$ cat src/rtl/mnsp_pkg.sv
// ----------------------------------------------------------------------------
// mnsp_pkg
// Types, constants and helper functions for the media name size parser.
// ----------------------------------------------------------------------------
package mnsp_pkg;

  localparam int WHOLE_W    = 20;
  localparam int FRAC_W     = 10;
  localparam int CNT_W      = 2;
  localparam int COEF_W     = 15;
  localparam int PROD_W     = FRAC_W + COEF_W;
  localparam int X_W        = 18;
  localparam int RECIP_W    = 19;
  localparam int QP_W       = X_W + RECIP_W;
  localparam int RECIP_SHIFT = 25;
  localparam int Q_W        = QP_W - RECIP_SHIFT;
  localparam int DIM_W      = 32;
  localparam int MULW_W     = 12;
  localparam int LEN_W      = 3;
  localparam int QUEUE_AW   = 2;
  localparam int QUEUE_DEPTH = 2 ** QUEUE_AW;

  localparam logic [WHOLE_W-1:0] WHOLE_LIMIT = WHOLE_W'(100000);
  localparam logic [LEN_W-1:0]   LEN_MAX     = LEN_W'(6);
  localparam logic [LEN_W-1:0]   LEN_ENOUGH  = LEN_W'(5);
  localparam logic [CNT_W-1:0]   CNT_MAX     = CNT_W'(3);

  // (x * RECIP) >> RECIP_SHIFT equals x / 100 for every x below 2**X_W
  localparam logic [RECIP_W-1:0] RECIP       = RECIP_W'(335545);
  localparam logic [PROD_W-1:0]  ROUND_BIAS  = PROD_W'(50);
  localparam logic [MULW_W-1:0]  MULW_MM     = MULW_W'(100);
  localparam logic [MULW_W-1:0]  MULW_IN     = MULW_W'(2540);

  localparam logic [7:0] CH_UNDERSCORE = 8'h5F;
  localparam logic [7:0] CH_X          = 8'h78;
  localparam logic [7:0] CH_POINT      = 8'h2E;
  localparam logic [7:0] CH_ZERO       = 8'h30;
  localparam logic [7:0] CH_NINE       = 8'h39;
  localparam logic [7:0] CH_M          = 8'h6D;
  localparam logic [7:0] CH_I          = 8'h69;
  localparam logic [7:0] CH_N          = 8'h6E;

  typedef struct packed {
    logic [WHOLE_W-1:0] whole;
    logic [FRAC_W-1:0]  frac;
    logic               point;
    logic               digit;
    logic               bad;
    logic [CNT_W-1:0]   cnt;
  } num_t;

  // one finished name handed from front to back
  typedef struct packed {
    logic ok;
    logic inch;
    num_t first;
    num_t second;
  } job_t;

  function automatic num_t feed_number(num_t n, logic [7:0] c);
    num_t       r;
    logic [3:0] d;
    r = n;
    d = c[3:0];
    if (!n.bad) begin
      if (c == CH_POINT && !n.point) begin
        r.point = 1'b1;
      end else if (!(c inside {[CH_ZERO:CH_NINE]})) begin
        r.bad = 1'b1;
      end else begin
        r.digit = 1'b1;
        if (!n.point) begin
          if (n.whole > WHOLE_LIMIT) begin
            r.bad = 1'b1;
          end else begin
            r.whole = n.whole * WHOLE_W'(10) + WHOLE_W'(d);
          end
        end else if (n.cnt < CNT_MAX) begin
          r.frac = n.frac * FRAC_W'(10) + FRAC_W'(d);
          r.cnt  = n.cnt + CNT_W'(1);
        end
      end
    end
    return r;
  endfunction

  // fraction to thousandths, times the unit factor over ten
  function automatic logic [COEF_W-1:0] frac_coef(logic inch, logic [CNT_W-1:0] cnt);
    logic [COEF_W-1:0] r;
    case (cnt)
      2'd0:    r = inch ? COEF_W'(25400) : COEF_W'(1000);
      2'd1:    r = inch ? COEF_W'(25400) : COEF_W'(1000);
      2'd2:    r = inch ? COEF_W'(2540)  : COEF_W'(100);
      2'd3:    r = inch ? COEF_W'(254)   : COEF_W'(10);
      default: r = '0;
    endcase
    return r;
  endfunction

endpackage

$ cat src/rtl/mnsp_front.sv
// ----------------------------------------------------------------------------
// mnsp_front
// Takes characters, runs the two-byte hold and the number parsers, and pushes
// one job per name on the last character.
// ----------------------------------------------------------------------------
module mnsp_front (
  input  logic               clk,
  input  logic               rst_n,
  input  logic               in_valid,
  output logic               in_stall,
  input  logic [7:0]         in_character,
  input  logic               in_final_char,
  input  logic               q_full,
  output logic               q_push,
  output mnsp_pkg::job_t     q_data
);
  import mnsp_pkg::*;

  logic [LEN_W-1:0] len_r, len_nxt;
  logic [7:0]       held0_r, held0_nxt;
  logic [7:0]       held1_r, held1_nxt;
  logic             second_r, second_nxt;
  num_t             num1_r, num1_nxt;
  num_t             num2_r, num2_nxt;
  logic             accept;
  logic             suffix_mm, suffix_in;
  logic             fin1_ok, fin2_ok;

  assign in_stall = q_full;
  assign accept   = in_valid && !in_stall;
  assign q_push   = accept && in_final_char;

  always_comb begin
    second_nxt = second_r;
    num1_nxt   = num1_r;
    num2_nxt   = num2_r;
    if (len_r >= LEN_W'(2)) begin
      if (held0_r == CH_UNDERSCORE) begin
        second_nxt = 1'b0;
        num1_nxt   = '0;
        num2_nxt   = '0;
      end else if (!second_r && held0_r == CH_X) begin
        second_nxt = 1'b1;
      end else if (!second_r) begin
        num1_nxt = feed_number(num1_r, held0_r);
      end else begin
        num2_nxt = feed_number(num2_r, held0_r);
      end
    end
    held0_nxt = held1_r;
    held1_nxt = in_character;
    len_nxt   = (len_r < LEN_MAX) ? len_r + LEN_W'(1) : len_r;

    // the suffix is the last two characters, never fed to the parsers
    suffix_mm = held1_r == CH_M && in_character == CH_M;
    suffix_in = held1_r == CH_I && in_character == CH_N;
    fin1_ok   = num1_nxt.digit && !num1_nxt.bad;
    fin2_ok   = num2_nxt.digit && !num2_nxt.bad;

    q_data.ok     = (len_r >= LEN_ENOUGH) && (suffix_mm || suffix_in) && second_nxt
                    && fin1_ok && fin2_ok;
    q_data.inch   = suffix_in;
    q_data.first  = num1_nxt;
    q_data.second = num2_nxt;

    if (in_final_char) begin
      len_nxt    = '0;
      held0_nxt  = '0;
      held1_nxt  = '0;
      second_nxt = 1'b0;
      num1_nxt   = '0;
      num2_nxt   = '0;
    end
  end

  always_ff @(posedge clk) begin
    if (!rst_n) begin
      len_r    <= '0;
      held0_r  <= '0;
      held1_r  <= '0;
      second_r <= 1'b0;
      num1_r   <= '0;
      num2_r   <= '0;
    end else if (accept) begin
      len_r    <= len_nxt;
      held0_r  <= held0_nxt;
      held1_r  <= held1_nxt;
      second_r <= second_nxt;
      num1_r   <= num1_nxt;
      num2_r   <= num2_nxt;
    end
  end

endmodule

$ cat src/rtl/mnsp_queue.sv
// ----------------------------------------------------------------------------
// mnsp_queue
// Small job queue between the parser front and the scaling back end.
// ----------------------------------------------------------------------------
module mnsp_queue (
  input  logic           clk,
  input  logic           rst_n,
  input  logic           push,
  input  mnsp_pkg::job_t push_data,
  output logic           full,
  input  logic           pop,
  output mnsp_pkg::job_t pop_data,
  output logic           empty
);
  import mnsp_pkg::*;

  job_t                mem_r [QUEUE_DEPTH];
  logic [QUEUE_AW-1:0] wr_ptr_r, wr_ptr_nxt;
  logic [QUEUE_AW-1:0] rd_ptr_r, rd_ptr_nxt;
  logic [QUEUE_AW:0]   count_r, count_nxt;
  logic                do_push, do_pop;

  assign full     = count_r == (QUEUE_AW + 1)'(QUEUE_DEPTH);
  assign empty    = count_r == '0;
  assign do_push  = push && !full;
  assign do_pop   = pop && !empty;
  assign pop_data = mem_r[rd_ptr_r];

  always_comb begin
    wr_ptr_nxt = do_push ? wr_ptr_r + QUEUE_AW'(1) : wr_ptr_r;
    rd_ptr_nxt = do_pop ? rd_ptr_r + QUEUE_AW'(1) : rd_ptr_r;
    count_nxt  = count_r;
    if (do_push && !do_pop) begin
      count_nxt = count_r + (QUEUE_AW + 1)'(1);
    end else if (do_pop && !do_push) begin
      count_nxt = count_r - (QUEUE_AW + 1)'(1);
    end
  end

  always_ff @(posedge clk) begin
    if (!rst_n) begin
      wr_ptr_r <= '0;
      rd_ptr_r <= '0;
      count_r  <= '0;
    end else begin
      wr_ptr_r <= wr_ptr_nxt;
      rd_ptr_r <= rd_ptr_nxt;
      count_r  <= count_nxt;
    end
  end

  always_ff @(posedge clk) begin
    if (do_push) begin
      mem_r[wr_ptr_r] <= push_data;
    end
  end

endmodule

$ cat src/rtl/mnsp_back.sv
// ----------------------------------------------------------------------------
// mnsp_back
// Three-stage scaling pipe: unit multiply, divide by 100 by reciprocal,
// final add and zero check into the output register.
// ----------------------------------------------------------------------------
module mnsp_back (
  input  logic                       clk,
  input  logic                       rst_n,
  input  logic                       q_empty,
  input  mnsp_pkg::job_t             q_data,
  output logic                       q_pop,
  output logic                       out_valid,
  input  logic                       out_stall,
  output logic                       out_valid_res,
  output logic [mnsp_pkg::DIM_W-1:0] out_width_hmm,
  output logic [mnsp_pkg::DIM_W-1:0] out_height_hmm
);
  import mnsp_pkg::*;

  logic               adv;
  logic [MULW_W-1:0]  mulw;
  logic [PROD_W-1:0]  xf1, xf2;
  logic [QP_W-1:0]    qp1, qp2;
  logic [DIM_W-1:0]   sum1, sum2;

  logic               a_vld_r, a_ok_r;
  logic [DIM_W-1:0]   a_wp1_r, a_wp2_r;
  logic [X_W-1:0]     a_x1_r, a_x2_r;
  logic               b_vld_r, b_ok_r;
  logic [DIM_W-1:0]   b_wp1_r, b_wp2_r;
  logic [Q_W-1:0]     b_q1_r, b_q2_r;
  logic               o_vld_r, o_res_r;
  logic [DIM_W-1:0]   o_w_r, o_h_r;

  // the whole pipe moves unless a result sits stalled at the output
  assign adv   = !o_vld_r || !out_stall;
  assign q_pop = adv && !q_empty;

  always_comb begin
    mulw = q_data.inch ? MULW_IN : MULW_MM;
    xf1  = PROD_W'(q_data.first.frac) * PROD_W'(frac_coef(q_data.inch, q_data.first.cnt))
           + ROUND_BIAS;
    xf2  = PROD_W'(q_data.second.frac) * PROD_W'(frac_coef(q_data.inch, q_data.second.cnt))
           + ROUND_BIAS;
    qp1  = QP_W'(a_x1_r) * QP_W'(RECIP);
    qp2  = QP_W'(a_x2_r) * QP_W'(RECIP);
    sum1 = b_wp1_r + DIM_W'(b_q1_r);
    sum2 = b_wp2_r + DIM_W'(b_q2_r);
  end

  always_ff @(posedge clk) begin
    if (!rst_n) begin
      a_vld_r <= 1'b0;
      b_vld_r <= 1'b0;
      o_vld_r <= 1'b0;
    end else if (adv) begin
      a_vld_r <= !q_empty;
      b_vld_r <= a_vld_r;
      o_vld_r <= b_vld_r;
    end
  end

  always_ff @(posedge clk) begin
    if (adv) begin
      a_ok_r  <= q_data.ok;
      a_wp1_r <= DIM_W'(q_data.first.whole) * DIM_W'(mulw);
      a_wp2_r <= DIM_W'(q_data.second.whole) * DIM_W'(mulw);
      a_x1_r  <= xf1[X_W-1:0];
      a_x2_r  <= xf2[X_W-1:0];

      b_ok_r  <= a_ok_r;
      b_wp1_r <= a_wp1_r;
      b_wp2_r <= a_wp2_r;
      b_q1_r  <= qp1[RECIP_SHIFT +: Q_W];
      b_q2_r  <= qp2[RECIP_SHIFT +: Q_W];

      if (b_ok_r && sum1 != '0 && sum2 != '0) begin
        o_res_r <= 1'b1;
        o_w_r   <= sum1;
        o_h_r   <= sum2;
      end else begin
        o_res_r <= 1'b0;
        o_w_r   <= '0;
        o_h_r   <= '0;
      end
    end
  end

  assign out_valid      = o_vld_r;
  assign out_valid_res  = o_res_r;
  assign out_width_hmm  = o_w_r;
  assign out_height_hmm = o_h_r;

endmodule

$ cat src/rtl/media_name_size_parser_top.sv
// ----------------------------------------------------------------------------
// media_name_size_parser_top
// Parses a media size name one character per item and reports its width and
// height in hundredths of a millimetre.
//
//   channel  dir  handshake          payload
//   in       in   in_valid/in_stall  in_character[7:0], in_final_char
//   out      out  out_valid/out_stall out_valid_res, out_width_hmm[31:0],
//                                    out_height_hmm[31:0]
//
// One character is taken every cycle unless the queue is full; the parser
// front does one digit step per character. A result leaves through a
// four-entry job queue and a three-stage multiply pipe.
// Reset is synchronous and clears the parser state, queue and pipe valids.
// A stalled output holds the pipe; the input stalls only when the queue is full.
// ----------------------------------------------------------------------------
module media_name_size_parser_top (
  input  logic                       clk,
  input  logic                       rst_n,
  input  logic                       in_valid,
  output logic                       in_stall,
  input  logic [7:0]                 in_character,
  input  logic                       in_final_char,
  output logic                       out_valid,
  input  logic                       out_stall,
  output logic                       out_valid_res,
  output logic [mnsp_pkg::DIM_W-1:0] out_width_hmm,
  output logic [mnsp_pkg::DIM_W-1:0] out_height_hmm
);
  import mnsp_pkg::*;

  logic q_push, q_full, q_pop, q_empty;
  job_t push_job, pop_job;

  mnsp_front u_front (
    .clk           (clk),
    .rst_n         (rst_n),
    .in_valid      (in_valid),
    .in_stall      (in_stall),
    .in_character  (in_character),
    .in_final_char (in_final_char),
    .q_full        (q_full),
    .q_push        (q_push),
    .q_data        (push_job)
  );

  mnsp_queue u_queue (
    .clk       (clk),
    .rst_n     (rst_n),
    .push      (q_push),
    .push_data (push_job),
    .full      (q_full),
    .pop       (q_pop),
    .pop_data  (pop_job),
    .empty     (q_empty)
  );

  mnsp_back u_back (
    .clk            (clk),
    .rst_n          (rst_n),
    .q_empty        (q_empty),
    .q_data         (pop_job),
    .q_pop          (q_pop),
    .out_valid      (out_valid),
    .out_stall      (out_stall),
    .out_valid_res  (out_valid_res),
    .out_width_hmm  (out_width_hmm),
    .out_height_hmm (out_height_hmm)
  );

endmodule
$ cat config.mk
export PLATFORM = sky130hd
export DESIGN_NAME = media_name_size_parser_top
export DESIGN_NICKNAME = d
export VERILOG_FILES = /design/src/rtl/mnsp_pkg.sv /design/src/rtl/mnsp_front.sv /design/src/rtl/mnsp_queue.sv /design/src/rtl/mnsp_back.sv /design/src/rtl/media_name_size_parser_top.sv
export SDC_FILE = /design/constraint.sdc
export NUM_CORES = 2
export LEC_CHECK = 0
export BUFFER_PORTS_ARGS = -buffer_cell sky130_fd_sc_hd__buf_4
export CAP_MARGIN = 20
export CORE_MARGIN = 2
export CORE_UTILIZATION = 55
export CTS_CLUSTER_SIZE = 24
export DETAILED_ROUTE_END_ITERATION = 8
export PLACE_DENSITY = 0.71
export SYNTH_ARGS = -nofsm -noshare
export SYNTH_HDL_FRONTEND = slang
export SYNTH_SLANG_ARGS = --single-unit
export TNS_END_PERCENT = 100
$ cat constraint.sdc
create_clock -name clk -period 10.5 [get_ports clk]
set_clock_uncertainty 0.2 [all_clocks]
set_input_delay 0.525 -clock clk [delete_from_list [all_inputs] [get_ports clk]]
set_output_delay 0.525 -clock clk [all_outputs]
set_load 0.02 [all_outputs]
==> flow_summary_export.csv <==
group,metric,value,unit
die,ioPinCount,80,
synth,yosysSeqAreaShare,31.9,%
layout,fillers,7999,
layout,insertedDiodeCount,0,
routing,via_count,34800,
grt,grt_start_max_net_pins,86,
synth,synth_nets,6259,
sta,period_minus_slack,7.90,ns
synth,syn_area,54300,sq um
layout,final_common_cell,"inv_1",
setup_path,crit_slowest_cell,"o21a_2",
placed_design,placed_area,56300,sq um
clock_tree,numCtsBuffers,69,
layout,fin_area,58800,sq um
clock_tree,cts_buffer_depth,3,
routing,viasPerCell,5.42,
sta,hold_viol,0,
clock_tree,clk_latency,0.63,ns
setup_path,cp_max_fo,54,
sta,tightest_slew,1.16,ns
setup_path,cp_num_cells,22,
layout,area_growth,8.20,%
clock_tree,cts_hold_buf,1,
setup_path,crit_family,"adder cells",
sta,slew_viol_final,0,
die,start_util,55.3,%
clock_tree,cts_tree,"yes",
routing,drc,0,
die,coreArea,98100,sq um
layout,final_net_count,6341,
die,die_area,101000,sq um
clock_tree,cts-resized-gates,0,
worst_hold_path,min_path_type,"in -> reg",
sta,fin_crit_sh,75.2,%
synth,ys_seq_elements,611,
die,num_rows,115,
routing,drtAntennaViolNets,0,
run,drv_cap,0,
routing,wl_per_cell,16.8,um
status,status,"completed",
grt,grt.total_usage,21.7,%
setup_path,critPathKind,"reg -> reg",
routing,wirelength,108,mm
clock_tree,numClockSinks,611,
die,die_x,318,um
layout,final_cell_mix,"inv_1, ha_1, fa_1, edfxtp_1, nor2_1",
placed_design,dp_hpwl,84.5,mm
grt,antenna_found_initial,0,
die,die_y,318,um
sta,finalSetupTns,0,ns
clock_tree,cts_root_buffer,"clkbuf_16",
synth,avgSynthCellArea,10.9,sq um
clock_tree,htree_levels,3,
grt,grt_pass1_wl,180,mm
layout,utilization,59.9,%
setup_path,worstSetupEndpointType,"flop",
grt,gr-total-overflow,0,
setup_path,r2r_cells,22,
synth,synth-async-reset-ratio,0,%
routing,dr.pass1.iters,6,
setup_path,worstPathBufferInverterCount,4,
synth,synthCells,4988,
synth,synth_edf_count,509,
setup_path,worstSetupStartpointType,"flop",
clock_tree,cts_setup_buffers,0,
routing,drt-initial-drc-count,2211,
sta,relSlewSlack,22.5,%
setup_path,path_cells,"mux2i_1 -> nand2_1 -> o21a_2 -> and2_1 -> ha_1 -> inv_1 -> fa_1 -> inv_1 -> fa_1 -> fa_1 -> inv_1 -> fa_1 -> inv_1 -> ha_1 -> nand4_1 -> o31ai_2 -> nand4_1 -> a2111oi_0 -> and3b_1 -> o41ai_1 -> a21oi_1 -> xnor2_1",
sta,setup_viol,0,
sta,rsz0062_at_grt,"false",
setup_path,cpPeakStageDelay,0.92,ns
clock_tree,clkTransAtPathRegs,0.06,ns
layout,drive_above_1_share,6.46,%
setup_path,cp.arrival,8.04,ns
synth,ys_types,90,
placed_design,place.gp.congestion,0.911,
grt,grt_pass1_vias,35500,
sta,timing.fmax,127,MHz
synth,synth_ff_type,"edfxtp_1",
placed_design,io_buffers,79,
worst_hold_path,hold_depth,4,
synth,synth_warnings,0,
setup_path,crit_required,10.64,ns
## worst min-delay path: cells and delay by family
family / cells / cell delay (ns)
AOI/OAI and AO/OA: 1 / 0.04
buffers and inverters: 1 / 0.08
and+or+nand+nor: 2 / 0.22
## metal layers
metal | up-vias | track usage, % | routed length [um]
met5 | - | 0 | 0
met4 | 0 | 4.47 | 1870
met1 | 17100 | 31.5 | 51500
li1 | 16900 | - | -
met2 | 635 | 35.2 | 50100
met3 | 126 | 2.73 | 4510
## sequential cells by signal, indices dropped and copies added, names as in the netlist, 2 cells and up, named ones only
register	count
u_front.num1_r	35
u_queue.count_r	3
u_front.len_r	3
u_back.out_width_hmm	32
u_back.out_height_hmm	32
u_front.num2_r	35
u_front.held1_r	8
u_back.a_wp2_r	30
u_back.b_q1_r	12
u_queue.rd_ptr_r	2
u_back.b_wp1_r	30
u_front.held0_r	8
u_queue.mem_r	264
u_queue.wr_ptr_r	2
u_back.a_wp1_r	30
u_back.a_x2_r	17
u_back.b_q2_r	12
u_back.b_wp2_r	30
u_back.a_x1_r	17
## cells by family (layout without fill, tap and decap cells)
family	Yosys count	count (layout)	synth area share, %
AOI/OAI and AO/OA	625	625	7.59
xor gates and xnor gates	254	254	4.10
adders and majority gates	1258	1258	36.3
buffers and inverters	1043	1181	7.29
DFF	611	611	31.9
muxes	92	92	2.81
and+or+nand+nor	1105	1105	9.96
## through the flow
stage / cells / worst slack (ns) / hold WS (ns)
after global placement: 6284 / 2.69 / 0.201
after detailed placement: 6285 / 2.58 / 0.205
after global routing: 6413 / 2.08 / 0.0721
final: 6413 / 2.60 / 0.0772
after floorplan: 4988 / 2.25 / 0.200
after CTS: 6413 / 2.54 / 0.0346
## cell usage after synthesis, types with 38 or more instances
| cell type | n | share of area [%] |
|---|---|---|
| a21o_1 | 57 | 0.79 |
| a21oi_1 | 141 | 1.3 |
| a22o_1 | 38 | 0.61 |
| and2_1 | 51 | 0.59 |
| and3_1 | 57 | 0.66 |
| clkbuf_1 | 67 | 0.46 |
| dfxtp_1 | 102 | 3.8 |
| edfxtp_1 | 509 | 28 |
| fa_1 | 533 | 20 |
| ha_1 | 725 | 17 |
| inv_1 | 950 | 6.6 |
| mux4_2 | 46 | 1.9 |
| nand2_1 | 285 | 2.0 |
| nand2b_1 | 40 | 0.46 |
| nand3_1 | 69 | 0.64 |
| nor2_1 | 326 | 2.3 |
| nor2b_1 | 75 | 0.86 |
| nor3_1 | 54 | 0.50 |
| o21a_1 | 40 | 0.55 |
| o21ai_0 | 133 | 1.2 |
| xnor2_1 | 179 | 2.9 |
| xor2_1 | 75 | 1.2 |
## layout make-up
cell class | instances | area, sq um | share of cell area [%]
multi-input combinational | 3334 | 33000 | 56.2
inverter | 950 | 3570 | 6.07
sequential | 611 | 17300 | 29.5
tap | 1287 | 1610 | 2.74
timing repair buffer | 104 | 791 | 1.35
clock buffer | 84 | 1800 | 3.07
clock inverter | 43 | 611 | 1.04
## final timing paths
check | startpoint | endpoint | slack [ns]
min reg2reg | u_back.a_wp1_r[23]$_DFFE_PN_ | u_back.b_wp1_r[23]$_DFFE_PN_ | 0.21
max | flop | u_back.a_wp1_r[31]$_DFFE_PN_ | 2.60
min | in_character[3] | u_front.held1_r[3]$_SDFFE_PN0P_ | 0.08
max reg2reg | flop | u_back.a_wp1_r[31]$_DFFE_PN_ | 2.60
Power is left out: the tool's default activity adds up to more than one toggle a clock period on the data nets, which glitch-free logic cannot reach.
